$ cat config.mk
export PLATFORM = sky130hd
export DESIGN_NAME = chsbs_root_cell
export DESIGN_NICKNAME = d
export VERILOG_FILES = /design/src/rtl/chsbs_pkg.sv /design/src/rtl/chsbs_root_cell.sv
export SDC_FILE = /design/constraint.sdc
export NUM_CORES = 1
export LEC_CHECK = 0
export BUFFER_PORTS_ARGS = -buffer_cell sky130_fd_sc_hd__buf_2
export CAP_MARGIN = 20
export CORE_AREA = 2 2 484 486
export CTS_CLUSTER_DIAMETER = 50
export CTS_CLUSTER_SIZE = 14
export DETAILED_ROUTE_END_ITERATION = 7
export DIE_AREA = 0 0 486 488
export GPL_ROUTABILITY_DRIVEN = 1
export PLACE_DENSITY = 0.39
export SLEW_MARGIN = 40
export SYNTH_ARGS = -nofsm -noshare
export SYNTH_HDL_FRONTEND = slang
export SYNTH_SLANG_ARGS = --single-unit
$ cat constraint.sdc
create_clock -name clk -period 9.3 [get_ports clk]
set_clock_uncertainty 0.1 [all_clocks]
set_input_delay 0.93 -clock clk [delete_from_list [all_inputs] [get_ports clk]]
set_output_delay 0.93 -clock clk [all_outputs]
set_load 0.01 [all_outputs]
$ cat src/rtl/chsbs_pkg.sv
// Shared types, constants and tables of the cosine hemisphere bounce sampler.
package chsbs_pkg;

  localparam int COORD_WIDTH      = 16;
  localparam int DRAW_WIDTH       = 16;
  localparam int FRAC_BITS        = COORD_WIDTH - 2;
  localparam int REFL_BITS        = 16;
  localparam int ANGLE_STAGES_DEF = 16;
  localparam int MAX_ANGLE_STAGES = 32;

  // angle datapath, Q2.30 with headroom
  localparam int ANG_W = 34;
  // square root lanes: operand below 2^61
  localparam int ROOT_W     = 62;
  localparam int ROOT_STEPS = 31;
  localparam int ROOT_OUT_W = 31;
  // colour division
  localparam int SUM_W  = REFL_BITS + 2;
  localparam int DIV_W  = FRAC_BITS + REFL_BITS + 3;
  localparam int QUO_W  = COORD_WIDTH;

  localparam logic signed [ANG_W-1:0] CORDIC_GAIN_Q30 = 34'sd652032874;
  localparam logic [30:0]             HALF_PI_Q30     = 31'd1686629713;

  localparam logic [29:0] ATAN_Q30 [MAX_ANGLE_STAGES] = '{
    30'd843314857, 30'd497837829, 30'd263043837, 30'd133525159, 30'd67021687,
    30'd33543516, 30'd16775851, 30'd8388437, 30'd4194283, 30'd2097149,
    30'd1048576, 30'd524288, 30'd262144, 30'd131072, 30'd65536, 30'd32768,
    30'd16384, 30'd8192, 30'd4096, 30'd2048, 30'd1024, 30'd512, 30'd256,
    30'd128, 30'd64, 30'd32, 30'd16, 30'd8, 30'd4, 30'd2, 30'd1, 30'd0
  };

  // quadrant codes of the angle draw
  localparam logic [1:0] QUAD_0 = 2'd0;
  localparam logic [1:0] QUAD_1 = 2'd1;
  localparam logic [1:0] QUAD_2 = 2'd2;
  localparam logic [1:0] QUAD_3 = 2'd3;

  typedef struct packed {
    logic [ROOT_W-1:0] v;
    logic [ROOT_W-1:0] r;
  } root_lane_t;

  typedef struct packed {
    logic [DIV_W-1:0] rem;
    logic [QUO_W-1:0] quo;
    logic             ovf;
  } div_lane_t;

  // one request as it travels the cell chain
  typedef struct packed {
    logic                          live;
    logic [1:0]                    quad;
    logic [2:0][COORD_WIDTH-1:0]   t;
    logic [2:0][COORD_WIDTH:0]     n;
    root_lane_t [1:0]              root;   // 0: radius, 1: height
    div_lane_t [2:0]               div;
    logic [SUM_W-1:0]              sum;
    logic signed [ANG_W-1:0]       x;
    logic signed [ANG_W-1:0]       y;
    logic signed [ANG_W-1:0]       z;
  } item_t;

endpackage

$ cat src/rtl/chsbs_root_cell.sv
// One digit step of the two bitwise square root lanes.
module chsbs_root_cell #(
  parameter int STEP = 0
) (
  input  logic            clk,
  input  logic            rst,
  input  logic            en,
  input  logic            in_vld,
  input  chsbs_pkg::item_t in_item,
  output logic            out_vld,
  output chsbs_pkg::item_t out_item
);
  import chsbs_pkg::*;

  localparam int BW = ROOT_W + 1;
  localparam logic [BW-1:0] BITV = BW'(1) << (2 * STEP);

  item_t         item_next;
  logic [BW-1:0] trial;

  always_comb begin
    item_next = in_item;
    trial     = '0;
    for (int l = 0; l < 2; l++) begin
      trial = {1'b0, in_item.root[l].r} + BITV;
      if ({1'b0, in_item.root[l].v} >= trial) begin
        item_next.root[l].v = in_item.root[l].v - trial[ROOT_W-1:0];
        item_next.root[l].r = (in_item.root[l].r >> 1) + BITV[ROOT_W-1:0];
      end else begin
        item_next.root[l].r = in_item.root[l].r >> 1;
      end
    end
  end

  always_ff @(posedge clk) begin
    if (rst) begin
      out_vld <= 1'b0;
    end else if (en) begin
      out_vld <= in_vld;
    end
  end

  always_ff @(posedge clk) begin
    if (en) begin
      out_item <= item_next;
    end
  end

endmodule

# After elaboration in Yosys (flattened, before gate mapping)
# Index checks and enable logic that the tools add are counted.
# W data, S select, Z words.
# totals
register_bits	621
word_cells	40
out_inout_bits	621
# op_classes
mux	4
addsub	6
order_cmp	2
# ops
op	n
$add A62 B1 Y63 const B	2
$ge A62 B63 Y1	2
$add A61 B1 Y62 const B	2
$mux W62	2
$sub A62 B62 Y62	2
$mux W61	2

# Longest topological paths before layout
# logic_depth
word_depth	3
ltp_mapped	25
mapped_depth_nobuf	23

# Least setup slack after synthesis
# OpenSTA, ideal clock, no wires.
# synth_path
kind	input port to flip-flop
start	in in_item[273] in the netlist's numbering
end	reg out_item[271] in the netlist's numbering (data pin)
path_stages	22
path_slack_ns	3.521
setup_time_ns	0.260
path_buffers	4
arrival_ns	5.419
required_ns	8.940
cell_sequence	clkbuf_1 > and3_1 > and3_1 > and3_1 > nand3_1 > or4_1 > nor2_1 > nand4_1 > nor2b_1 > xnor2_1 > ha_1 > clkbuf_1 > and3_1 > nand2_1 > or2_2 > o311ai_0 > a211o_1 > a21o_1 > o31ai_1 > buf_6 > buf_2 > mux2_2
# synth_lines
item	line_no	rtl
start: declaration	chsbs_root_cell.sv:9	input chsbs_pkg::item_t in_item,
end signal: assignment	chsbs_root_cell.sv:45	out_item <= item_next;
end: declaration	chsbs_root_cell.sv:11	output chsbs_pkg::item_t out_item

==> run_results.csv <==
group,metric,value,unit
floorplanning,num_rows,177,
global_routing,grt_pass1_vias,28700,
route,routed_via_density,4.01,
setup_path,path_max_fanout,22,
global_routing,gr-total-overflow,0,
finish,nets,4771,
global_routing,track_usage,17.7,%
logic_synthesis,async_flop_share,0,%
route,antenna_left,0,
logic_synthesis,yosysWarnings,0,
setup_path,endpoint_kind,"register",
floorplanning,num_io_pins,1245,
logic_synthesis,netlist_top_cells_area,"edfxtp_1 (58%), ha_1 (5.0%), xor2_1 (4.9%)",
hold_path,holdPathStages,1,
placed_design,routabilityCongestion,0.889,
logic_synthesis,synth_top_area_share,58.1,%
logic_synthesis,ys.flop_type,"edfxtp_1",
clock_network,cts_tree,"yes",
logic_synthesis,synth_edf_count,620,
floorplanning,initial_core_util,13.8,%
hold_path,hold_class,"in2reg",
clock_network,post_cts_buffers,0,
setup_path,reg2reg_depth,2,
clock_network,post_cts_resized,0,
route,remaining_drc_errors,0,
logic_synthesis,ys_seq_area_share,58.2,%
clock_network,clockBufferDepth,3,
global_routing,grt_pass1_wl,279000,um
route,avgRoutedWirePerCell,30.5,um
clock_network,path_clk_slew,0.06,ns
placed_design,hpwl,189000,um
floorplanning,die_h,488,um
finish,area_growth,44.0,%
logic_synthesis,yosysUniqueCellTypes,85,
sta,setup-tns-final,0,ns
setup_path,startpoint_type,"input port",
finish,fin_cells,7210,
logic_synthesis,synth_fp_nets,3496,
status,status,"finished clean",
sta,slew_violations,0,
logic_synthesis,ys_ff_latch,621,
logic_synthesis,synth_top_area_cell,"edfxtp_1",
route,drt_first_iter_violations,2174,
clock_network,cts_root_buf,"clkbuf_16",
floorplanning,dieArea,237000,um2
pwr,ir_drop,0.000167,V
placed_design,dp_cells,6936,
route,drt-pass1-iter-count,6,
setup_path,cp.required,9.67,ns
sta,tightest_slew,0.914,ns
sta,min_period_over_period,72.9,%
setup_path,crit_arrival,7.15,ns
logic_synthesis,syn-mean-instance-area,11.7,um2
route,vias,28900,
pwr,power_density,212,nW/um2
sta,setup_viol,0,
route,routed_wirelength,220000,um
clock_network,clock_latency,0.73,ns
sta,finalHoldViolations,0,
global_routing,antenna_found_initial,120,
setup_path,path_class,"in2reg",
pwr,p_leak,0.0184,uW
floorplanning,die_w,486,um
clock_network,clkSinkCount,621,
logic_synthesis,syn_inst,2742,
sta,relSlewSlack,39.1,%
floorplanning,core_area,232000,um2
sta,min_period,6.78,ns
logic_synthesis,synth_area,32000,um2
clock_network,postCtsHoldBufs,0,
sta,rsz0062_at_grt,"false",
sta,fmax,148,MHz
placed_design,io_buffer_count,1244,
finish,drive_gt1_share,37.0,%
clock_network,cts_buffers,120,
clock_network,cts_htree_levels,3,
global_routing,grt_max_degree,136,
run,maxCapViolCount,0,
==> area by class of cell <==
class	count	area (um2)
flip-flops and latches	621	18600
multi-input cells	1954	12700
diodes	42	105
repair buffers	1262	6470
fillers	25700	186000
inverters	58	218
well taps	3043	3810
clock buffers	123	3010
clock inverters	107	1180
==> worst max-delay path, stage by stage <==
cell     delay, ns
buf_2         0.14
ha_1          0.21
and3_1        0.19
and3_1        0.21
nand3_1       0.18
nor2_1        0.53
and3_1        0.39
nand2_1       0.11
nor3_1        0.45
nand3_1       0.27
nor3_1        0.26
xnor2_1       0.15
ha_1          0.39
nand4_1       0.16
nor2b_1       0.23
nand4_1       0.15
nor4_1        0.34
a211o_1       0.15
a21o_1        0.20
o32a_2        0.19
o31ai_4       0.09
buf_4         0.23
nor2_2        0.64
and4_1        0.30
xor2_1        0.07
==> final timing paths <==
path / to / slack, ns / start
setup / recovery: out_item[300] / 2.52 / in_item[271]
setup reg to reg: out_vld / 8.62 / out_vld
hold / removal: out_item[560] / 0.20 / in_item[560]
hold reg to reg: out_vld / 0.41 / out_vld
==> cell usage in the layout (no fill, tap or decap), drive strengths merged, types with 17 or more instances in the layout <==
master / synthesis / final
ha: 128 / 128
o21ai: 185 / 185
and3: 56 / 56
a21o: 61 / 61
nand4: 85 / 85
or3: 17 / 17
edfxtp: 620 / 620
nor2b: 18 / 18
nand2: 322 / 322
clkinv: 0 / 51
xor2: 179 / 179
inv: 58 / 97
nor4: 17 / 17
buf: 40 / 1262
o21bai: 24 / 24
clkbuf: 69 / 123
nor3: 67 / 67
nor2: 181 / 181
a21oi: 150 / 150
xnor2: 178 / 178
diode: 0 / 42
nand3: 85 / 85
==> report_power, final <==
| part | internal, uW | leakage (uW) | switching (uW) | total (uW) |
|---|---|---|---|---|
| Combinational | 563 | 0.0103 | 1170 | 1730 |
| Sequential | 3390 | 0.00607 | 117 | 3500 |
| Clock | 2650 | 0.00201 | 1870 | 4520 |
| Total | 6600 | 0.0184 | 3150 | 9760 |
==> registers in the layout, summed over array words and instances, names as in the netlist <==
signal    count
out_vld       1
out_item    620
==> stage by stage <==
step	instance area [um2]	utilization (%)	worst slack (ns)	hold WS (ns)	power, uW
finish	46100	19.9	2.52	0.196	9760
global route	46100	19.9	1.87	0.123	10100
CTS	46000	19.8	2.58	0.0983	9930
detailed placement	41800	18.0	1.79	0.410	5310
global placement	41700	18.0	1.67	0.371	5330
floorplan	32000	-	3.52	0.428	4250
==> cell usage after synthesis, types with 15 or more instances <==
library cell / number
buf_2: 24
xnor2_1: 177
and2_1: 15
ha_1: 128
o21ai_0: 178
nor2_1: 177
o21a_1: 16
edfxtp_1: 620
nand2_1: 322
inv_1: 58
a21oi_1: 150
a21o_1: 61
nand3_1: 85
clkbuf_1: 68
or3_1: 17
and3_1: 56
nor4_1: 16
nor2b_1: 18
o21bai_1: 24
nand4_1: 84
xor2_1: 179
nor3_1: 63
==> cell families (layout without fill, tap and decap cells) <==
kind of cell	count (synthesis)	in the layout	synth area share [%]
DFF	621	621	58.2
and+or+nand+nor	914	914	13.8
adders and majority gates	130	130	5.13
AOI/OAI and AO/OA	541	541	10.4
xor gates and xnor gates	357	357	9.79
other	0	42	0
muxes	12	12	0.418
buffers and inverters	167	1550	2.25
==> metal layers <==
metal  GRT usage (%)  share of wire [%]  vias to the layer above
met3            6.92                9.2                      314
met1            20.2                 39                    14300
li1                -                  -                    12800
met5            1.16               0.14                        -
met4            6.28                3.9                       50
met2            29.8                 48                     1412
(Power assumes the default switching activity.)
