--- src/rtl/chsbs_pkg.sv ---
// Shared types, constants and tables of the cosine hemisphere bounce sampler.
package chsbs_pkg;

  localparam int COORD_WIDTH      = 16;
  localparam int DRAW_WIDTH       = 16;
  localparam int FRAC_BITS        = COORD_WIDTH - 2;
  localparam int REFL_BITS        = 16;
  localparam int ANGLE_STAGES_DEF = 16;
  localparam int MAX_ANGLE_STAGES = 32;

  // angle datapath, Q2.30 with headroom
  localparam int ANG_W = 34;
  // square root lanes: operand below 2^61
  localparam int ROOT_W     = 62;
  localparam int ROOT_STEPS = 31;
  localparam int ROOT_OUT_W = 31;
  // colour division
  localparam int SUM_W  = REFL_BITS + 2;
  localparam int DIV_W  = FRAC_BITS + REFL_BITS + 3;
  localparam int QUO_W  = COORD_WIDTH;

  localparam logic signed [ANG_W-1:0] CORDIC_GAIN_Q30 = 34'sd652032874;
  localparam logic [30:0]             HALF_PI_Q30     = 31'd1686629713;

  localparam logic [29:0] ATAN_Q30 [MAX_ANGLE_STAGES] = '{
    30'd843314857, 30'd497837829, 30'd263043837, 30'd133525159, 30'd67021687,
    30'd33543516, 30'd16775851, 30'd8388437, 30'd4194283, 30'd2097149,
    30'd1048576, 30'd524288, 30'd262144, 30'd131072, 30'd65536, 30'd32768,
    30'd16384, 30'd8192, 30'd4096, 30'd2048, 30'd1024, 30'd512, 30'd256,
    30'd128, 30'd64, 30'd32, 30'd16, 30'd8, 30'd4, 30'd2, 30'd1, 30'd0
  };

  // quadrant codes of the angle draw
  localparam logic [1:0] QUAD_0 = 2'd0;
  localparam logic [1:0] QUAD_1 = 2'd1;
  localparam logic [1:0] QUAD_2 = 2'd2;
  localparam logic [1:0] QUAD_3 = 2'd3;

  typedef struct packed {
    logic [ROOT_W-1:0] v;
    logic [ROOT_W-1:0] r;
  } root_lane_t;

  typedef struct packed {
    logic [DIV_W-1:0] rem;
    logic [QUO_W-1:0] quo;
    logic             ovf;
  } div_lane_t;

  // one request as it travels the cell chain
  typedef struct packed {
    logic                          live;
    logic [1:0]                    quad;
    logic [2:0][COORD_WIDTH-1:0]   t;
    logic [2:0][COORD_WIDTH:0]     n;
    root_lane_t [1:0]              root;   // 0: radius, 1: height
    div_lane_t [2:0]               div;
    logic [SUM_W-1:0]              sum;
    logic signed [ANG_W-1:0]       x;
    logic signed [ANG_W-1:0]       y;
    logic signed [ANG_W-1:0]       z;
  } item_t;

endpackage

--- src/rtl/chsbs_cordic_cell.sv ---
// One rotation step of the angle unit.
module chsbs_cordic_cell #(
  parameter int STAGE = 0
) (
  input  logic            clk,
  input  logic            rst,
  input  logic            en,
  input  logic            in_vld,
  input  chsbs_pkg::item_t in_item,
  output logic            out_vld,
  output chsbs_pkg::item_t out_item
);
  import chsbs_pkg::*;

  localparam logic signed [ANG_W-1:0] ATAN = $signed({4'b0, ATAN_Q30[STAGE]});

  item_t                   item_next;
  logic signed [ANG_W-1:0] dx;
  logic signed [ANG_W-1:0] dy;

  assign dx = in_item.y >>> STAGE;
  assign dy = in_item.x >>> STAGE;

  always_comb begin
    item_next = in_item;
    if (!in_item.z[ANG_W-1]) begin
      item_next.x = in_item.x - dx;
      item_next.y = in_item.y + dy;
      item_next.z = in_item.z - ATAN;
    end else begin
      item_next.x = in_item.x + dx;
      item_next.y = in_item.y - dy;
      item_next.z = in_item.z + ATAN;
    end
  end

  always_ff @(posedge clk) begin
    if (rst) begin
      out_vld <= 1'b0;
    end else if (en) begin
      out_vld <= in_vld;
    end
  end

  always_ff @(posedge clk) begin
    if (en) begin
      out_item <= item_next;
    end
  end

endmodule

--- config.mk ---
export PLATFORM = sky130hd
export DESIGN_NAME = chsbs_cordic_cell
export DESIGN_NICKNAME = d
export VERILOG_FILES = /design/src/rtl/chsbs_pkg.sv /design/src/rtl/chsbs_cordic_cell.sv
export SDC_FILE = /design/constraint.sdc
export NUM_CORES = 1
export LEC_CHECK = 0
export ABC_AREA = 1
export BUFFER_PORTS_ARGS = -buffer_cell sky130_fd_sc_hd__buf_2
export CAP_MARGIN = 20
export CORE_AREA = 2 2 482 484
export DETAILED_ROUTE_END_ITERATION = 12
export DIE_AREA = 0 0 484 486
export GPL_TIMING_DRIVEN = 1
export SYNTH_ARGS = -nofsm -noshare
export SYNTH_HDL_FRONTEND = slang
export SYNTH_SLANG_ARGS = --single-unit
--- constraint.sdc ---
create_clock -name clk -period 2.65 [get_ports clk]
set_input_delay 0.265 -clock clk [delete_from_list [all_inputs] [get_ports clk]]
set_output_delay 0.265 -clock clk [all_outputs]
set_load 0.02 [all_outputs]
[Word level (Yosys, flattened, before mapping)]
Cells that the tools add are included.
Word-level totals
  register bits after elaboration: 621
  output and inout bits: 621
  logic and storage cells: 32
Operators by class
  add/sub/neg operators: 5
  muxes and demuxes: 1
Operators by type and width (count)
  $mux 102: 1
  $sub 34x34->34: 2
  $add 34x31->34 const B: 1
  $add 34x34->34: 1
  $sub 34x31->34 const B: 1

[Depth between registers and ports, before layout]
Gate-level depths: netlist (run 1).
  depth in word-level cells: 2
  mapped depth: 17
  mapped depth without buffers: 16

[Worst setup path before layout (run 1)]
Ideal clock, no wire load.
  path type: in2reg
  from: input in_item[33] in the netlist's numbering
  to: register out_item[21] in the netlist's numbering (data pin)
  setup time: 0.256 ns
  data arrival time: 2.055 ns
  required time: 2.394 ns
  setup slack: 0.338 ns
  cell stages on the path: 12
  path buffers: 2
  cells stage by stage: inv_1 -> buf_2 -> buf_2 -> ha_1 -> a21oi_1 -> nand2_1 -> a21oi_1 -> o21ai_1 -> nand2_1 -> nor2_1 -> o21bai_1 -> nand2_1
RTL lines
  start: declaration: line chsbs_cordic_cell.sv:9  | input chsbs_pkg::item_t in_item,
  end signal: assignment: line chsbs_cordic_cell.sv:47  | out_item <= item_next;
  end: declaration: line chsbs_cordic_cell.sv:11  | output chsbs_pkg::item_t out_item

==> results.md, run 1 <==
* Status: finished, final reports clean
* Wire per inst at 29.3 µm
* Cell area after layout at 0.0475 mm²
* Drt total wl at 222000 µm
* GRT busiest layer: met2
* Die outline width at 484 µm
* Placed insts at 6840
* Pre-CTS WS at -0.0603 ns
* Syn Inst Count at 2426
* Final Hold Viols at 0
* Reg2reg path depth at 3
* Async SR Flop Fraction at 0%
* Yosys cell types at 45
* CTS tree: done
* Clock buffer depth at 3
* Worst-Margin Slew at 0.973 ns
* R2r setup slk at 1.52 ns
* Initial core utilization at 12.2%
* Number of synthesized register bits at 620
* Post-CTS Setup Bufs at 0
* Final period util at 93.5%
* Gr ovfl total at 0
* Psw at 10.6 mW
* Via count at 28.8k
* DR iter-0 viols at 2604
* Max Cap Viol at 0
* Syn-to-layout area delta at 69.3%
* H-tree depth at 3
* First-pass GRT wire length at 278000 µm
* Number of synthesized flops with an enable pin at 619
* Number of detailed-route iterations in the first pass at 7
* Ranking of synthesized cells by area: edfxtp_1, nand2_1, ha_1
* Clk pwr share at 37.8%
* CP Launch Type: primary input
* Post-synthesis sequential area ratio at 66.3%
* Clk slew on worst S/H paths at 0.06 ns
* RePlAce Congestion at 0.988
* Fin Hold WS at 0.0593 ns
* Main synth FF type: edfxtp_1
* WHS Endpoint: out_item[465]$_DFFE_PP_
* Final worst slack at 0.172 ns
* Met3 global-route usage at 6.89%
* Die area at 0.235 mm²
* Core Area at 0.229 mm²
* F_max at 403 MHz
* Pwr Density at 667 mW/mm²
* Tot GR Track Use at 18.0%
* Commonest cells post-synth: edfxtp_1, nand2_1, inv_1
* Worst Path Arrival at 2.91 ns
* CP required at 3.08 ns
* Met1 GRT Util at 21.0%
* HP Class: primary input to flip-flop
* Post-synthesis cell area at 0.0281 mm²
* Die Span Y at 486 µm
* Switch share at 33.3%
* # port buffers at 1244
* Hold_sp: en
* Placement Cell Area at 0.0393 mm²
* Crit path capture type: flip-flop
* VDD IR-drop max at 0.456 mV
* Total power at 31.7 mW
* Syn Area/Cell at 11.6 µm²
* CTS buffer count at 80
* Post-Layout Cell Count at 7561
* Worst reg2reg path endpoint: out_vld$_SDFFE_PP0P_
* Share of cells above drive strength 1 at 36.2%
* Clk_lat worst skew at 0.70 ns
* CP Class: primary input to flip-flop
* Leakage at 20.7 nW
* Fin crit period at 2.48 ns
* Final Slew Violations at 0
* Setup TNS at 0 ns
* Synth top area share at 66.3%
* Final #Nets at 5181
* Worst Hold Path Cells at 1
* Post-layout util at 20.7%
* Synth area leader: edfxtp_1
* Most common cell in the netlist: edfxtp_1
* Slew headroom at 35.1%
* Sequential share of power at 39.2%
* Initial antenna violation count at 125
* RSZ-0062 raised after global routing: no
* DP HPWL at 186000 µm
* Largest net degree at the start of global routing at 75
* Sinks on the clock net at 620
* Combinational power share at 22.9%
* DR DRC count at 0
* Routed Antenna Nets at 0
* Worst reg2reg startpoint: out_vld$_SDFFE_PP0P_
* Drt via density at 3.81
* Clk_skew at 0 ns
* Cell internal pwr at 21.1 mW
* Fillcell total at 25.2k
* FP Rows at 176
* Worst Path Max Fanout at 3
* M2 GR Usage at 28.5%
* Synth warnings at 0
* Syn nets at 3185
* Root buf cell: clkbuf_16
* Vias in the first global route at 28.0k
* Setup-failing EPs final at 0
* Ports at 1245
-- critical path, stage by stage --
cell	delay (ns)
dlygate4sd3_1	0.59
buf_2	0.16
ha_1	0.22
fa_1	0.43
nand2_1	0.09
nand3_1	0.12
nand3_1	0.10
nand2_1	0.14
nand2_1	0.09
nand2_1	0.16
nand3_1	0.15
nand2_1	0.06
nand2_1	0.05
nand2_1	0.08
nand2_1	0.06
nand2_1	0.14
-- placed cells by master (no fill, tap or decap), types with 80 or more instances in the layout --
cell type,count
buf_2,1243
edfxtp_1,619
nand2_1,547
dlygate4sd3_1,526
inv_1,275
nand3_1,178
buf_4,178
nor2_1,156
a21oi_1,151
ha_1,131
o21ai_0,98
clkbuf_16,80
-- per-layer routing --
metal,share of wire (%),vias to the layer above
met5,0.16,-
li1,-,12400
met3,10,478
met1,39,14100
met2,45,1704
met4,6.2,56
-- power by group through the flow --
stage / registers [mW] / clock network (mW) / logic [mW]
floorplan: 13.4 / 0 / 1.69
global placement: 12.6 / 0 / 6.46
detailed placement: 12.6 / 0 / 6.45
CTS: 12.4 / 12.3 / 7.28
global route: 12.5 / 12.6 / 7.67
finish: 12.4 / 12.0 / 7.27
-- repair_timing --
action                    4_1_cts  5_1_grt
gates resized for setup         0        0
hold endpoints to repair      524        0
hold buffers                  526        0
-- how the worst max path moves through the flow --
stage,start,to,slack [ns],depth (start not counted)
floorplan,in_item[33],out_item[21]$_DFFE_PP_,0.34,12
global placement,in_item[55],out_item[62]$_DFFE_PP_,-0.08,14
finish,in_item[68],out_item[52]$_DFFE_PP_,0.17,16
global route,in_item[68],out_item[52]$_DFFE_PP_,0.05,16
detailed placement,in_item[33],out_item[32]$_DFFE_PP_,-0.06,10
CTS,in_item[68],out_item[52]$_DFFE_PP_,0.21,16
-- cell type report --
cell class                      count  area, µm²  share of cell area (%)
Sequential cell                   620      18600                    39.2
Clock inverter                     58        776                    1.63
Antenna cell                       49        123                   0.258
Multi-Input combinational cell   1476       8050                    17.0
Inverter                          285       1070                    2.25
Clock buffer                       88       2030                    4.28
Timing Repair Buffer             1959      13100                    27.5
Tap cell                         3026       3790                    7.97
-- kinds of logic (layout without fill, tap and decap cells) --
logic type / count (synthesis) / after routing / share of synthesized area (%)
buf+inv: 330 / 2390 / 4.97
fa+ha+maj: 135 / 135 / 6.13
mux: 2 / 2 / 0.0714
xor+xnor: 49 / 49 / 1.53
simple gates: 970 / 970 / 14.7
compound gates: 320 / 320 / 6.24
other cells: 0 / 49 / 0
flops: 620 / 620 / 66.3
-- sequential cells by signal (all words and copies together) (netlist names) --
register / count
out_item: 619
out_vld: 1
Power figures use the tool's default switching activity.
==> run 2: changes to the inputs <==
==> constraint.sdc (replaced) <==
create_clock -name clk -period 2.65 [get_ports clk]
set_input_delay 0.53 -clock clk [delete_from_list [all_inputs] [get_ports clk]]
set_output_delay 0.53 -clock clk [all_outputs]
set_load 0.02 [all_outputs]
==> results.md, run 2 (synthesized netlist as in run 1, its figures left out) <==
* Placement Cell Area at 0.0409 mm² (+4.0%)
* CP Class: primary input to flip-flop
* Psw at 10.6 mW (+0.25%)
* Syn-to-layout area delta at 71.9%
* CTS buffer count at 83 (+3.8%)
* Clk_skew at 0 ns (unchanged)
* F_max at 448 MHz (+11%)
* RSZ-0062 raised after global routing: no
* Fin crit period at 2.23 ns (-0.245 ns)
* Worst reg2reg startpoint: out_vld$_SDFFE_PP0P_
* Fin Hold WS at 0.0693 ns (+0.00999 ns)
* Final Slew Violations at 0 (unchanged)
* Vias in the first global route at 28.7k (+2.5%)
* Post-Layout Cell Count at 7698 (+1.8%)
* HP Class: primary input to flip-flop
* Die Span Y at 486 µm (unchanged)
* Post-CTS Setup Bufs at 0 (unchanged)
* Biggest regs: out_item: 619 flops, out_vld: 1 flops
* DR iter-0 viols at 2490 (-4.4%)
* FP Rows at 176 (unchanged)
* Combinational power share at 23.9% (+1.0 points)
* Placed insts at 7055 (+3.1%)
* Sequential share of power at 38.9% (-0.3 points)
* Final worst slack at 0.416 ns (+0.245 ns)
* Drt total wl at 221000 µm (-0.11%)
* Die outline width at 484 µm (unchanged)
* Routed Antenna Nets at 0 (unchanged)
* Status: finished, final reports clean
* Leading cell type in the layout, fill and taps excluded: buf_2
* Ports at 1245 (unchanged)
* Number of detailed-route iterations in the first pass at 7 (unchanged)
* Clk pwr share at 37.2% (-0.6 points)
* Clk_lat worst skew at 0.72 ns (+0.02 ns)
* Switch share at 33.3% (-0.078 points)
* Crit path capture type: flip-flop
* VDD IR-drop max at 0.456 mV (about the same)
* Top delay family on crit path: simple AND/OR/NAND/NOR gates
* Total power at 31.8 mW (+0.48%)
* Pre-CTS WS at -0.256 ns (-0.196 ns)
* # port buffers at 1244 (unchanged)
* Tot GR Track Use at 18.0% (-0.020 points)
* Number of flip-flops in the largest register at 619 (unchanged)
* Worst-Margin Slew at 0.881 ns (-0.0923 ns)
* Cell internal pwr at 21.3 mW (+0.60%)
* First-pass GRT wire length at 279000 µm (+0.26%)
* Share of cells above drive strength 1 at 39.9% (+3.7 points)
* CP max-delay cell: ha_1
* Crit path from: in_item[44]
* Slew headroom at 41.3% (+6.2 points)
* Hold_sp: in_item[563]
* Worst Path Max Fanout at 8 (+5)
* DR DRC count at 0 (unchanged)
* Initial core utilization at 12.2% (unchanged)
* Worst Path Arrival at 2.65 ns (-0.26 ns)
* Post-layout util at 21.0% (+0.31 points)
* Largest register by flop count: out_item
* Cell area after layout at 0.0482 mm² (+1.5%)
* Setup-failing EPs final at 0 (unchanged)
* Max Cap Viol at 0 (unchanged)
* Most frequent cells in the layout: buf_2, edfxtp_1, nand2_1
* Pwr Density at 660 mW/mm² (-1.0%)
* Cell Chain, Critical Path: buf_2 -> inv_1 -> ha_1 -> inv_1 -> nand2_1 -> nand2_1 -> buf_4 -> nand2_1 -> nand2_1 -> a21oi_1 -> nand3_2 -> nand2_1 -> nand3_1 -> nand3_1 -> nand2_1
* Final period util at 84.3% (-9.2 points)
* Drt via density at 3.81 (+0.14%)
* Final Hold Viols at 0 (unchanged)
* H-tree depth at 3 (unchanged)
* Initial antenna violation count at 135 (+8.0%)
* Most frequent CP cell: nand2_1
* Setup TNS at 0 ns (unchanged)
* Final #Nets at 5311 (+2.5%)
* Via count at 29.4k (+2.0%)
* Clock buffer depth at 3 (unchanged)
* Sinks on the clock net at 620 (unchanged)
* Gr ovfl total at 0 (unchanged)
* CTS tree: done
* Core Area at 0.229 mm² (unchanged)
* CP Launch Type: primary input
* Critical path buffers and inverters at 4 (+2)
* Wire per inst at 28.7 µm (-1.9%)
* Largest net degree at the start of global routing at 75 (unchanged)
* CP required at 3.07 ns (about the same)
* Leakage at 21.3 nW (+3.2%)
* Clk slew on worst S/H paths at 0.06 ns (about the same)
* Root buf cell: clkbuf_16
* DP HPWL at 188000 µm (+0.66%)
* RePlAce Congestion at 1.01 (+2.4%)
* Die area at 0.235 mm² (unchanged)
* CP max stage delay at 0.46 ns (-0.13 ns)
## run 2: cell types whose count changed in the layout (fill, tap and decap cells not counted), sizes merged
cell | previous run | this run
bufinv | 12 | 8
clkinvlp | 4 | 9
diode | 49 | 50
clkbuf | 88 | 96
dlygate4sd3 | 526 | 438
buf | 1433 | 1648
## run 2: final timing paths
path,endpoint,slack (ns),depth (start not counted)
max,out_item[59]$_DFFE_PP_,0.42,15
min reg2reg,out_vld$_SDFFE_PP0P_,1.06,3
max reg2reg,out_vld$_SDFFE_PP0P_,1.50,3
min,out_item[563]$_DFFE_PP_,0.07,1
## run 2: power groups by stage
stage / Combinational (mW) / Sequential [mW] / Clock, mW
after global routing: 8.02 / 12.5 / 12.6
after floorplan: 1.69 / 13.4 / 0
final: 7.61 / 12.4 / 11.8
after detailed placement: 6.91 / 12.6 / 0
after CTS: 7.63 / 12.4 / 12.3
after global placement: 6.93 / 12.6 / 0
## run 2: metal layers
metal	share of wire (%)	GRT usage (%)	vias to the layer above
li1	-	-	12700
met1	38	21.0	14500
met2	45	28.4	1731
met3	10	6.44	443
met4	6.6	10.4	44
met5	0.13	0.0408	-
## run 2: what timing repair did
item | 4_1_cts | 5_1_grt
gates resized for setup | 0 | 0
hold buffers | 438 | 0
endpoints found under the hold margin | 437 | 0
## run 2: final cells by class
cell class,count,area (µm²)
diodes,50,125
clock buffers,96,2150
clock inverters,59,677
fillers,25200,181000
inverters,285,1070
multi-input cells,1476,8050
flip-flops and latches,620,18600
well taps,3026,3790
repair buffers,2086,13800
## run 2: worst reg2reg max path: stages, from the launching register on
cell	delay, ns
dfxtp_1	0.31
mux2i_1	0.13
nor2_1	0.05
dlygate4sd3_1	0.55
