## config.mk

```make
export PLATFORM = sky130hd
export DESIGN_NAME = chsbs_div_cell
export DESIGN_NICKNAME = d
export VERILOG_FILES = /design/src/rtl/chsbs_pkg.sv /design/src/rtl/chsbs_div_cell.sv
export SDC_FILE = /design/constraint.sdc
export NUM_CORES = 1
export LEC_CHECK = 0
export BUFFER_PORTS_ARGS = -buffer_cell sky130_fd_sc_hd__buf_4
export CORE_AREA = 2 2 489 491
export CTS_BUF_LIST = sky130_fd_sc_hd__clkbuf_4 sky130_fd_sc_hd__clkbuf_8 sky130_fd_sc_hd__clkbuf_16
export DETAILED_ROUTE_END_ITERATION = 6
export DIE_AREA = 0 0 491 493
export GPL_TIMING_DRIVEN = 0
export PLACE_DENSITY_LB_ADDON = 0.08
export SLEW_MARGIN = 10
export SYNTH_ARGS = -nofsm -noshare
export SYNTH_HDL_FRONTEND = slang
export SYNTH_SLANG_ARGS = --single-unit
```

## constraint.sdc

```tcl
create_clock -name clk -period 7.3 [get_ports clk]
set_input_delay 1.095 -clock clk [delete_from_list [all_inputs] [get_ports clk]]
set_output_delay 1.095 -clock clk [all_outputs]
set_load 0.02 [all_outputs]
```

## src/rtl/chsbs_pkg.sv

```systemverilog
// Shared types, constants and tables of the cosine hemisphere bounce sampler.
package chsbs_pkg;

  localparam int COORD_WIDTH      = 16;
  localparam int DRAW_WIDTH       = 16;
  localparam int FRAC_BITS        = COORD_WIDTH - 2;
  localparam int REFL_BITS        = 16;
  localparam int ANGLE_STAGES_DEF = 16;
  localparam int MAX_ANGLE_STAGES = 32;

  // angle datapath, Q2.30 with headroom
  localparam int ANG_W = 34;
  // square root lanes: operand below 2^61
  localparam int ROOT_W     = 62;
  localparam int ROOT_STEPS = 31;
  localparam int ROOT_OUT_W = 31;
  // colour division
  localparam int SUM_W  = REFL_BITS + 2;
  localparam int DIV_W  = FRAC_BITS + REFL_BITS + 3;
  localparam int QUO_W  = COORD_WIDTH;

  localparam logic signed [ANG_W-1:0] CORDIC_GAIN_Q30 = 34'sd652032874;
  localparam logic [30:0]             HALF_PI_Q30     = 31'd1686629713;

  localparam logic [29:0] ATAN_Q30 [MAX_ANGLE_STAGES] = '{
    30'd843314857, 30'd497837829, 30'd263043837, 30'd133525159, 30'd67021687,
    30'd33543516, 30'd16775851, 30'd8388437, 30'd4194283, 30'd2097149,
    30'd1048576, 30'd524288, 30'd262144, 30'd131072, 30'd65536, 30'd32768,
    30'd16384, 30'd8192, 30'd4096, 30'd2048, 30'd1024, 30'd512, 30'd256,
    30'd128, 30'd64, 30'd32, 30'd16, 30'd8, 30'd4, 30'd2, 30'd1, 30'd0
  };

  // quadrant codes of the angle draw
  localparam logic [1:0] QUAD_0 = 2'd0;
  localparam logic [1:0] QUAD_1 = 2'd1;
  localparam logic [1:0] QUAD_2 = 2'd2;
  localparam logic [1:0] QUAD_3 = 2'd3;

  typedef struct packed {
    logic [ROOT_W-1:0] v;
    logic [ROOT_W-1:0] r;
  } root_lane_t;

  typedef struct packed {
    logic [DIV_W-1:0] rem;
    logic [QUO_W-1:0] quo;
    logic             ovf;
  } div_lane_t;

  // one request as it travels the cell chain
  typedef struct packed {
    logic                          live;
    logic [1:0]                    quad;
    logic [2:0][COORD_WIDTH-1:0]   t;
    logic [2:0][COORD_WIDTH:0]     n;
    root_lane_t [1:0]              root;   // 0: radius, 1: height
    div_lane_t [2:0]               div;
    logic [SUM_W-1:0]              sum;
    logic signed [ANG_W-1:0]       x;
    logic signed [ANG_W-1:0]       y;
    logic signed [ANG_W-1:0]       z;
  } item_t;

endpackage

```

## src/rtl/chsbs_div_cell.sv

```systemverilog
// One quotient bit of the three colour division lanes.
module chsbs_div_cell #(
  parameter int QBIT = 0
) (
  input  logic            clk,
  input  logic            rst,
  input  logic            en,
  input  logic            in_vld,
  input  chsbs_pkg::item_t in_item,
  output logic            out_vld,
  output chsbs_pkg::item_t out_item
);
  import chsbs_pkg::*;

  item_t            item_next;
  logic [DIV_W-1:0] dsh;

  assign dsh = DIV_W'(in_item.sum) << QBIT;

  always_comb begin
    item_next = in_item;
    for (int c = 0; c < 3; c++) begin
      if (in_item.div[c].rem >= dsh) begin
        item_next.div[c].rem       = in_item.div[c].rem - dsh;
        item_next.div[c].quo[QBIT] = 1'b1;
      end
    end
  end

  always_ff @(posedge clk) begin
    if (rst) begin
      out_vld <= 1'b0;
    end else if (en) begin
      out_vld <= in_vld;
    end
  end

  always_ff @(posedge clk) begin
    if (en) begin
      out_item <= item_next;
    end
  end

endmodule

```

## Word-level counts from Yosys, hierarchy flattened

Index checks and enable logic that the tools add are counted.

- Add/sub/neg operators: 3
- $lt $le $gt $ge: 3
- Muxes and demuxes: 3

Operators with widths:

| operator | number |
|---|---|
| >= comparator 33 x 18 -> 1 bit | 3 |
| two-way mux 33 bit | 3 |
| subtractor 33 x 18 -> 33 bit | 3 |

- Flip-flop bits (word level): 621
- Output and inout bits: 621
- Logic and storage cells: 38

## Logic depth before layout (Yosys ltp)

Gate-level depths: netlist of run 1.

- Depth after elaboration: 2
- Mapped depth: 13
- Gate-level depth less buffers: 10

## Worst setup path after synthesis of run 1

Ideal clock, no wire load.

- Path type: input to register
- From: input port in_item[119] (netlist bit)
- To: register out_item[141] (netlist bit), data pin
- Library setup time: 0.260 ns
- Arrival time: 3.306 ns
- Slack: 3.734 ns
- Stages: 10
- Path buffers: 2
- Cells stage by stage: inv_1 > ha_1 > or4_1 > buf_2 > or4_1 > nor2_1 > o2111ai_2 > nor2_4 > buf_6 > mux2_2

RTL lines:

| what | RTL line | source |
|---|---|---|
| from (decl) | chsbs_div_cell.sv:9 | `input chsbs_pkg::item_t in_item,` |
| to (signal assigned) | chsbs_div_cell.sv:40 | `out_item <= item_next;` |
| to (decl) | chsbs_div_cell.sv:11 | `output chsbs_pkg::item_t out_item` |

==> results of run 1 <==
-- tightest hold or removal path: cells and delay by family (launching register included) --
family,cells,cell delay (ns)
flops,1,0.33
mux,1,0.07
simple gates,1,0.07
-- registers in the layout, summed over array words and instances (netlist names) --
signal,count
out_vld,1
out_item,620
-- cells in the final DEF, fill, tap and decap left out, drive strengths merged, types with 9 or more instances in the layout --
| master | synthesis | routed |
|---|---|---|
| o21bai | 9 | 9 |
| nor3 | 24 | 24 |
| nand2 | 85 | 85 |
| nand2b | 13 | 13 |
| a211oi | 14 | 14 |
| or4 | 15 | 15 |
| ha | 54 | 54 |
| clkinv | 0 | 39 |
| nor2b | 11 | 11 |
| nor2 | 34 | 34 |
| edfxtp | 620 | 620 |
| or3 | 26 | 26 |
| buf | 14 | 1264 |
| diode | 0 | 13 |
| xnor2 | 26 | 26 |
| xor2 | 55 | 55 |
| o21ai | 77 | 77 |
| clkbuf | 16 | 140 |
| a21o | 25 | 25 |
| nand4 | 12 | 12 |
| a31oi | 9 | 9 |
| inv | 36 | 37 |
| nand3 | 11 | 11 |
| nor4 | 26 | 26 |
| a21oi | 40 | 40 |
-- stage by stage --
step                      setup TNS [ns]  cell area [sq um]
after floorplan                        0              23390
after global placement          -1060.95              36690
after detailed placement               0              36890
after CTS                              0              39950
after global routing                   0              39950
final                                  0              39980
-- cells by family (layout without fill, tap and decap cells) --
logic type,Yosys count,in the layout,share of synthesized area (%)
xor gates and xnor gates,81,81,3.032
AOI/OAI and AO/OA,223,223,6.102
and+or+nand+nor,280,280,6.482
adders and majority gates,57,57,3.145
DFF,621,621,79.67
other,0,13,0
muxes,6,6,0.2728
buffers and inverters,66,1488,1.300
-- per-layer routing --
layer,global-route usage (%),wire (um),vias to the layer above,part of all wire [%]
li1,-,-,7970,-
met1,13.42,58460,8783,36
met2,23.79,85880,813,53
met3,5.812,15030,217,9.3
met4,2.387,2831,50,1.7
met5,0,288,-,0.18
-- where the power goes --
| group | internal (mW) | total (mW) | switching, mW | leakage (nW) |
|---|---|---|---|---|
| Clock | 2.65 | 4.62 | 1.98 | 1.52 |
| Combinational | 0.717 | 1.83 | 1.11 | 8.04 |
| Sequential | 4.29 | 4.38 | 0.0957 | 6.08 |
-- layout make-up --
| type | instances | share of cell area [%] |
|---|---|---|
| timing repair buffer | 1250 | 23.84 |
| clock buffer | 124 | 6.447 |
| buffer | 30 | 0.4225 |
| inverter | 36 | 0.3380 |
| multi-input combinational | 647 | 11.14 |
| tap | 3167 | 9.911 |
| antenna | 13 | 0.08136 |
| clock inverter | 48 | 1.208 |
| sequential | 621 | 46.62 |
-- path summary, 6_finish.rpt --
| path | slack, ns | startpoint | end | depth (start not counted) |
|---|---|---|---|---|
| min reg2reg | 0.50 | out_vld | out_vld | 2 |
| min | 0.50 | out_vld | out_vld | 2 |
| max | 2.65 | in_item[103] | out_item[243] | 12 |
| max reg2reg | 6.72 | out_vld | out_vld | 2 |
==> results.py, run 1 <==
metrics = {
    "route": {
        "via_count": 17830,
        "via_per_inst": 3.004,
        "wl_per_cell_um": 27.37,
        "dr.pass1.iters": 4,
        "detail-route-antenna-nets": 0,
        "route.detailed.drc": 0,
        "drt-total-wl_mm": 162.5,
        "drt_iter0_drc": 982,
    },
    "die": {
        "core-area_sq_um": 237000,
        "ios": 1245,
        "fp-row-count": 179,
        "die_x_um": 491,
        "start_util_pct": 9.873,
        "die_h_um": 493,
        "die_area_sq_um": 242100,
    },
    "synth": {
        "yosysTopAreaCell": "edfxtp_1",
        "syn_avg_cell_area_sq_um": 17.54,
        "syn-cell-area_sq_um": 23390,
        "synth_seq_area_share_pct": 79.67,
        "ys_types": 65,
        "synth_edf_count": 620,
        "synthArstFlopShare_pct": 0,
        "syn_inst": 1334,
        "yosys_warnings": 0,
        "ys_ff_latch": 621,
        "synth.most_common_cell": "edfxtp_1",
        "synth_top_area_share_pct": 79.58,
        "synthesis.nets": 2015,
        "synth_ff_type": "edfxtp_1",
        "synth_area_leaders": "edfxtp_1 80%, ha_1 2.9%, xor2_1 2.1%, o21ai_0 1.5%, nand2_1 1.4%",
        "netlist_top_cells_count": "620 x edfxtp_1, 85 x nand2_1, 71 x o21ai_0",
    },
    "timing": {
        "max_slew.worst_pin.slew_ns": 1.106,
        "setup_ws_ns": 2.653,
        "rsz0062_at_grt": "no",
        "slew-limit-headroom_pct": 25.80,
        "report.final.hold_viol_count": 0,
        "post-route-period-util_pct": 63.66,
        "finalMaxSlewViolations": 0,
        "holdWs_ns": 0.5009,
        "period_needed_ns": 4.647,
        "finalClockSkew_ns": 0,
        "fmaxAchievable_ghz": 0.2152,
        "setup_viol": 0,
    },
    "placed_design": {
        "place_ws_ns": 1.567,
        "io_buffers": 1243,
        "dp.cells": 5751,
        "dp_hpwl_mm": 133.7,
        "gp_congestion": 0.7625,
    },
    "finish": {
        "instances_no_fill": 5936,
        "num-fill-cells": 26300,
        "nets": 3361,
        "drive_above_1_share_pct": 52.32,
        "syn2layout_area_growth_pct": 70.90,
        "final_util_pct": 16.87,
        "multi_input_area_sq_um": 4453,
        "register_area_sq_um": 18640,
    },
    "worst_hold_path": {
        "hp-class": "reg2reg",
    },
    "global_route": {
        "antenna_found_initial": 81,
        "grt_max_degree": 94,
        "grt_pass1_wl_mm": 203.3,
        "overflow": 0,
        "grt_use_total_pct": 12.89,
        "grt_pass1_vias": 18400,
    },
    "worst_setup_path": {
        "path_buf_inv": 4,
        "startpoint_type": "input port",
        "cp-end-kind": "register",
        "worstPathArrival_ns": 5.04,
        "max_stage_delay_ns": 0.84,
        "crit_family": "compound AO/OA/AOI/OAI gates",
        "cp_slowest_cell": "o41ai_1",
        "crit_path_cell_trace": "buf_4 > inv_1 > ha_1 > nor2b_1 > o31a_1 > o41ai_1 > o211ai_1 > a21oi_2 > buf_2 > clkbuf_1 > nand2_1 > o21ai_0",
        "critPathRequiredTime_ns": 7.69,
        "crit_type": "in2reg",
        "path_max_fanout": 10,
    },
    "clocking": {
        "cts_resized": 0,
        "clk_pin_slew_ns": 0.06,
        "cts_setup_buffers": 0,
        "clockRootBuffer": "clkbuf_16",
        "clock_sinks": 621,
        "hold_buffers": 0,
        "clockBufferDepth": 3,
        "h-tree-depth": 3,
        "cts_buffers": 94,
        "tritoncts": "done",
        "clock_latency_ns": 0.73,
    },
    "power": {
        "p_per_area_nw_per_um2": 271.0,
        "power.static_leakage_nw": 15.63,
        "finalPower_mw": 10.84,
        "vdd_drop_max_v": 0.0001644,
    },
    "outcome": {
        "status": "finished, final reports clean",
    },
    "job": {
        "maxCapViolations": 0,
    },
}
No activity file was read; power rests on OpenSTA's default activity.
==> run 2, diff against run 1 <==
Clock period 7.3 ns to 4 ns, I/O delays scaled along.
==> run 2 against run 1 <==
  * Count of clock-buffer cells in the layout unchanged
  * Via count up 10%
  * Die area unchanged
  * Flip-flop and latch count unchanged
  * Largest power group unchanged
==> results.py, run 2 (same netlist as run 1, synthesis figures left out) <==
metrics = {
    "power": {
        "p_per_area_nw_per_um2": 449.7,
        "vdd_drop_max_v": 0.0003030,
        "swShare_pct": 29.60,
        "p_int_mw": 14.29,
        "seqPwrFrac_pct": 39.4,
        "comb_power_share_pct": 19.0,
        "p_switching_mw": 6.010,
        "p_clk_share_pct": 41.6,
        "power.static_leakage_nw": 17.77,
        "finalPower_mw": 20.30,
    },
    "global_route": {
        "grt_max_degree": 94,
        "grt_pass1_vias": 20750,
        "grt_pass1_wl_mm": 210.0,
        "grt_use_total_pct": 13.08,
        "overflow": 0,
        "antenna_found_initial": 73,
    },
    "finish": {
        "syn2layout_area_growth_pct": 92.96,
        "nets": 3872,
        "final_util_pct": 19.05,
        "layout_common_cells": "1242 x buf_4, 620 x edfxtp_1, 511 x dlygate4sd3_1, 94 x clkbuf_16, 85 x nand2_1",
        "top_register": "out_item",
        "largest_reg_flops": 620,
        "largestRegisters": "out_item x620, out_vld x1",
        "num-fill-cells": 26050,
        "drive_above_1_share_pct": 44.23,
        "final_common_cell": "buf_4",
    },
    "clocking": {
        "clockBufferDepth": 3,
        "clock_sinks": 621,
        "clock_latency_ns": 0.73,
        "cts_buffers": 94,
        "tritoncts": "done",
        "clk_pin_slew_ns": 0.05,
        "h-tree-depth": 3,
        "clockRootBuffer": "clkbuf_16",
    },
    "placed_design": {
        "dp_hpwl_mm": 133.7,
        "io_buffers": 1243,
        "gp_congestion": 0.7625,
    },
    "route": {
        "wl_per_cell_um": 25.51,
        "drt_iter0_drc": 1010,
        "dr.pass1.iters": 5,
        "via_per_inst": 3.044,
        "route.detailed.drc": 0,
        "detail-route-antenna-nets": 0,
        "drt-total-wl_mm": 164.7,
        "via_count": 19660,
    },
    "die": {
        "fp-row-count": 179,
        "start_util_pct": 9.873,
        "die_h_um": 493,
        "die_area_sq_um": 242100,
        "core-area_sq_um": 237000,
        "die_x_um": 491,
        "ios": 1245,
    },
    "timing": {
        "report.final.hold_viol_count": 0,
        "post-route-period-util_pct": 94.18,
        "fmaxAchievable_ghz": 0.2655,
        "slew-limit-headroom_pct": 27.57,
        "setup_viol": 0,
        "finalClockSkew_ns": 0,
        "finalMaxSlewViolations": 0,
        "rsz0062_at_grt": "no",
        "period_needed_ns": 3.767,
        "max_slew.worst_pin.slew_ns": 1.080,
    },
    "worst_hold_path": {
        "hp-class": "in2reg",
    },
    "worst_setup_path": {
        "crit_type": "in2reg",
        "cp-end-kind": "register",
        "worstPathArrival_ns": 4.22,
        "startpoint_type": "input port",
        "critPathRequiredTime_ns": 4.45,
        "path_max_fanout": 5,
    },
    "job": {
        "maxCapViolations": 0,
    },
    "outcome": {
        "status": "finished, final reports clean",
    },
}
-- run 2: area by class of cell --
type | count | area (sq um) | area share, %
Timing Repair Buffer | 1761 | 14650 | 32.44
Sequential cell | 621 | 18640 | 41.29
Multi-Input combinational cell | 647 | 4471 | 9.903
Clock inverter | 48 | 483.0 | 1.070
Tap cell | 3167 | 3963 | 8.778
Inverter | 36 | 135.1 | 0.2993
Antenna cell | 24 | 60.06 | 0.1330
Clock buffer | 124 | 2577 | 5.710
Buffer | 30 | 170.2 | 0.3769
-- run 2: worst max-delay path: stages --
cell and delay [ns]:
dlygate4sd3_1 0.56, buf_4 0.15, inv_1 0.36, ha_1 0.33, a21o_1 0.18, a21oi_1 0.07
a2111oi_1 0.67, o311ai_2 0.27, o41ai_1 0.57, nor4_1 0.13, mux2_2 0.32
-- run 2: path summary, 6_finish.rpt --
| check | startpoint | endpoint | slack, ns | depth (start not counted) |
|---|---|---|---|---|
| setup / recovery | in_item[108] | out_item[169] | 0.23 | 11 |
| hold reg to reg | out_vld | out_vld | 0.50 | 2 |
| hold / removal | in_item[118] | out_item[118] | 0.10 | 1 |
| setup reg to reg | out_vld | out_vld | 3.41 | 2 |
-- run 2: stage by stage --
stage               cell area (sq um)  worst slack (ns)  hold WS [ns]  std cells  TNS (ns)
global placement                36690            -4.848        0.4934       5744  -2829.99
detailed placement              36890            -1.238        0.4924       5751    -23.68
CTS                             45070           0.02026      0.001282       6434         0
global route                    45120           0.03277       0.02057       6450         0
floorplan                       23390            0.9287        0.5788       1334         0
finish                          45140            0.2329        0.1002       6458         0
-- run 2: power groups by stage --
stage	registers [mW]	logic [mW]	clock network, mW
2_1_floorplan	8.84	0.478	0
3_3_place_gp	8.22	3.49	0
3_5_place_dp	8.12	3.48	0
4_1_cts	8.01	4.01	8.92
5_1_grt	8.06	4.09	9.09
6_report	8.00	3.85	8.45
-- run 2: timing repair --
| action | CTS | global route |
|---|---|---|
| buffers inserted | 0 | 0 |
| setup endpoints to repair | 10 | 9 |
| hold endpoints to repair | 511 | 0 |
| gates cloned | 0 | 0 |
| hold buffers | 511 | 0 |
| pin swaps | 0 | 0 |
| resized for setup | 2 | 3 |
-- run 2: layer usage --
| layer | vias up | part of all wire, % | wire, um | track usage (%) |
|---|---|---|---|---|
| met5 | - | 0.085 | 140 | 0 |
| met4 | 22 | 2.6 | 4288 | 3.442 |
| met3 | 209 | 7.2 | 11790 | 4.503 |
| met2 | 828 | 52 | 85260 | 23.62 |
| met1 | 9603 | 38 | 63250 | 14.51 |
| li1 | 8999 | - | - | - |
==> run 3, diff against run 2 <==
Settings changed: ABC_AREA from default to 1, CORE_AREA 2 2 489 491 to 2 2 478 480, DIE_AREA 0 0 491 493 to 0 0 480 482.
==> run 3 against run 2 <==
  * Non-clock buffer count fell by 16
  * Global-route usage rose by 3.6 points
  * Die area fell by 4.4%
  * Critical endpoint is now out_item[248]
  * Synthesized cell count rose by 61%
==> results.py, run 3 <==
metrics = {
    "die": {
        "ios": 1245,
        "die_x_um": 480,
        "die_area_sq_um": 231400,
        "die_h_um": 482,
        "start_util_pct": 11.39,
        "core-area_sq_um": 226400,
        "fp-row-count": 175,
    },
    "synth": {
        "synth_edf_count": 620,
        "synthesis.nets": 2834,
        "netlist_top_cells_count": "706 x nand2_1, 620 x edfxtp_1, 312 x inv_1",
        "synthMuxAreaShare_pct": 0.03881,
        "syn_inst": 2153,
        "yosysTopAreaCell": "edfxtp_1",
        "synth_ff_type": "edfxtp_1",
        "synth_top_family_by_area": "simple AND/OR/NAND/NOR gates",
        "syn-cell-area_sq_um": 25790,
        "synth_seq_area_share_pct": 72.26,
        "synth_top_area_share_pct": 72.18,
        "ys_types": 39,
        "synth_compound_gate_area_share_pct": 1.266,
        "synth.most_common_cell": "nand2_1",
        "synthSimpleGateAreaFrac_pct": 16.97,
        "synthArstFlopShare_pct": 0,
        "synth_area_leaders": "edfxtp_1 72%, nand2_1 10%, inv_1 4.5%, ha_1 2.6%, nor2_1 1.9%",
        "syn_avg_cell_area_sq_um": 11.98,
        "yosys_warnings": 0,
        "ys_ff_latch": 621,
        "synth-adder-area-share_pct": 2.852,
        "synth_xor_area_share_pct": 1.460,
    },
    "global_route": {
        "overflow": 0,
        "grt_use_total_pct": 16.72,
        "grt_pass1_wl_mm": 252.4,
        "grt_pass1_vias": 24150,
        "grt_max_degree": 93,
        "antenna_found_initial": 91,
    },
    "clocking": {
        "cts_resized": 0,
        "cts_buffers": 91,
        "clock_sinks": 621,
        "clk_pin_slew_ns": 0.06,
        "clockRootBuffer": "clkbuf_16",
        "h-tree-depth": 3,
        "clockBufferDepth": 3,
        "tritoncts": "done",
        "clock_latency_ns": 0.73,
    },
    "worst_setup_path": {
        "path_max_fanout": 10,
        "worstPathArrival_ns": 3.92,
        "worstReg2RegStart": "out_vld",
        "cp-end-kind": "register",
        "crit_type": "in2reg",
        "startpoint_type": "input port",
        "setup.worst_path.start": "in_item[118]",
        "critPathRequiredTime_ns": 4.58,
    },
    "power": {
        "swShare_pct": 30.51,
        "p_switching_mw": 6.405,
        "vdd_drop_max_v": 0.0003006,
        "power.static_leakage_nw": 20.46,
        "finalPower_mw": 21.00,
        "seqPwrFrac_pct": 38.2,
        "comb_power_share_pct": 20.5,
        "p_clk_share_pct": 41.3,
        "p_per_area_nw_per_um2": 442.7,
        "p_int_mw": 14.59,
    },
    "timing": {
        "finalMaxSlewViolations": 0,
        "rsz0062_at_grt": "no",
        "period_needed_ns": 3.344,
        "max_slew.worst_pin.slew_ns": 0.6868,
        "fmaxAchievable_ghz": 0.2990,
        "report.final.hold_viol_count": 0,
        "holdWs_ns": 0.08784,
        "slew-limit-headroom_pct": 54.22,
        "setup_viol": 0,
        "post-route-period-util_pct": 83.60,
        "finalClockSkew_ns": 0,
    },
    "route": {
        "wl_per_cell_um": 28.43,
        "drt_iter0_drc": 1325,
        "via_count": 23690,
        "dr.pass1.iters": 7,
        "detail-route-antenna-nets": 0,
        "drt-total-wl_mm": 202.7,
        "route.detailed.drc": 0,
        "via_per_inst": 3.322,
    },
    "job": {
        "maxCapViolations": 0,
    },
    "placed_design": {
        "io_buffers": 1244,
        "dp_hpwl_mm": 172.3,
        "gp_congestion": 0.8325,
        "post_dp_cell_area_sq_um": 39130,
        "dp.cells": 6414,
    },
    "finish": {
        "num-fill-cells": 25000,
        "syn2layout_area_growth_pct": 83.86,
        "multi_input_area_sq_um": 5826,
        "largest_reg_flops": 620,
        "instances_no_fill": 7131,
        "largestRegisters": "out_item x620, out_vld x1",
        "drive_above_1_share_pct": 35.90,
        "final_common_cell": "buf_4",
        "nets": 4688,
        "layout_common_cells": "1248 x buf_4, 706 x nand2_1, 620 x edfxtp_1, 509 x dlygate4sd3_1, 312 x inv_1",
        "register_area_sq_um": 18640,
        "final_cell_area_sq_um": 47420,
        "top_register": "out_item",
    },
    "worst_hold_path": {
        "hp-class": "in2reg",
        "hold_start": "in_item[465]",
    },
    "outcome": {
        "status": "finished, final reports clean",
    },
}
run 3: cell types whose count changed after synthesis, moves of 15 or more:
| cell | delta |
|---|---|
| a21o_1 | -25 |
| inv_1 | +276 |
| nand2_1 | +621 |
| nand3_1 | +75 |
| nand4_1 | +30 |
| nor2_1 | +98 |
| nor4_1 | -20 |
| o21ai_0 | -62 |
| or3_1 | -26 |
| or4_1 | -15 |
| xnor2_1 | -24 |
run 3: what timing repair did:
action / in CTS / in global routing
buffers inserted: 0 / 0
endpoints found under the hold margin: 509 / 0
hold buffers: 509 / 0
endpoints found under the setup margin: 0 / 0
run 3: final timing paths:
kind	to	slack [ns]	depth (start not counted)
worst max-delay path	out_item[248]	0.66	14
worst min-delay path	out_item[465]	0.09	1
worst max register to register	out_vld	3.33	2
worst min register to register	out_vld	0.59	2
run 3: critical path, stage by stage:
cell	delay, ns
dlygate4sd3_1	0.56
buf_4	0.15
inv_1	0.48
ha_1	0.41
nand2_1	0.14
inv_1	0.05
a21oi_1	0.24
nand2_1	0.16
a21oi_2	0.16
nand3_2	0.25
inv_4	0.27
buf_6	0.21
nand2_1	0.08
nand2_1	0.12
run 3: per-stage QoR:
step / utilization [%] / TNS (ns) / setup slack [ns]
6_report: 20.95 / 0 / 0.6560
5_1_grt: 20.92 / 0 / 0.4644
4_1_cts: 20.90 / 0 / 0.5330
3_5_place_dp: 17.28 / 0 / 0.3254
3_3_place_gp: 17.18 / -2761.91 / -4.693
2_1_floorplan: - / 0 / 1.752
run 3: final cells by class:
type | count | area share (%)
Timing Repair Buffer | 1761 | 30.92
Buffer | 14 | 0.2612
Clock buffer | 119 | 5.295
Sequential cell | 621 | 39.30
Multi-Input combinational cell | 1198 | 12.28
Inverter | 320 | 2.543
Tap cell | 3009 | 7.939
Antenna cell | 39 | 0.2058
Clock inverter | 50 | 1.256
run 3: logic make-up (layout without fill, tap and decap cells):
group                      after synthesis  count (layout)
buffers and inverters                  334            2264
adders and majority gates               57              57
DFF                                    621             621
and+or+nand+nor                       1041            1041
xor gates and xnor gates                43              43
other                                    0              39
muxes                                    1               1
AOI/OAI and AO/OA                       56              56
run 3: metal layers:
layer / share of wire [%] / track usage, % / up-vias / routed length (um)
met4: 2.5 / 4.310 / 14 / 4982
li1: - / - / 10960 / -
met3: 7.3 / 5.066 / 200 / 14800
met5: 0.038 / 0 / - / 77
met1: 39 / 19.25 / 11640 / 79770
met2: 51 / 29.94 / 884 / 103100
run 3: power groups by stage:
stage	logic (mW)	registers (mW)	clock network [mW]
2_1_floorplan	0.648	8.84	0
3_3_place_gp	3.92	8.24	0
3_5_place_dp	3.91	8.14	0
4_1_cts	4.48	8.03	9.07
5_1_grt	4.58	8.08	9.25
6_report	4.31	8.02	8.66
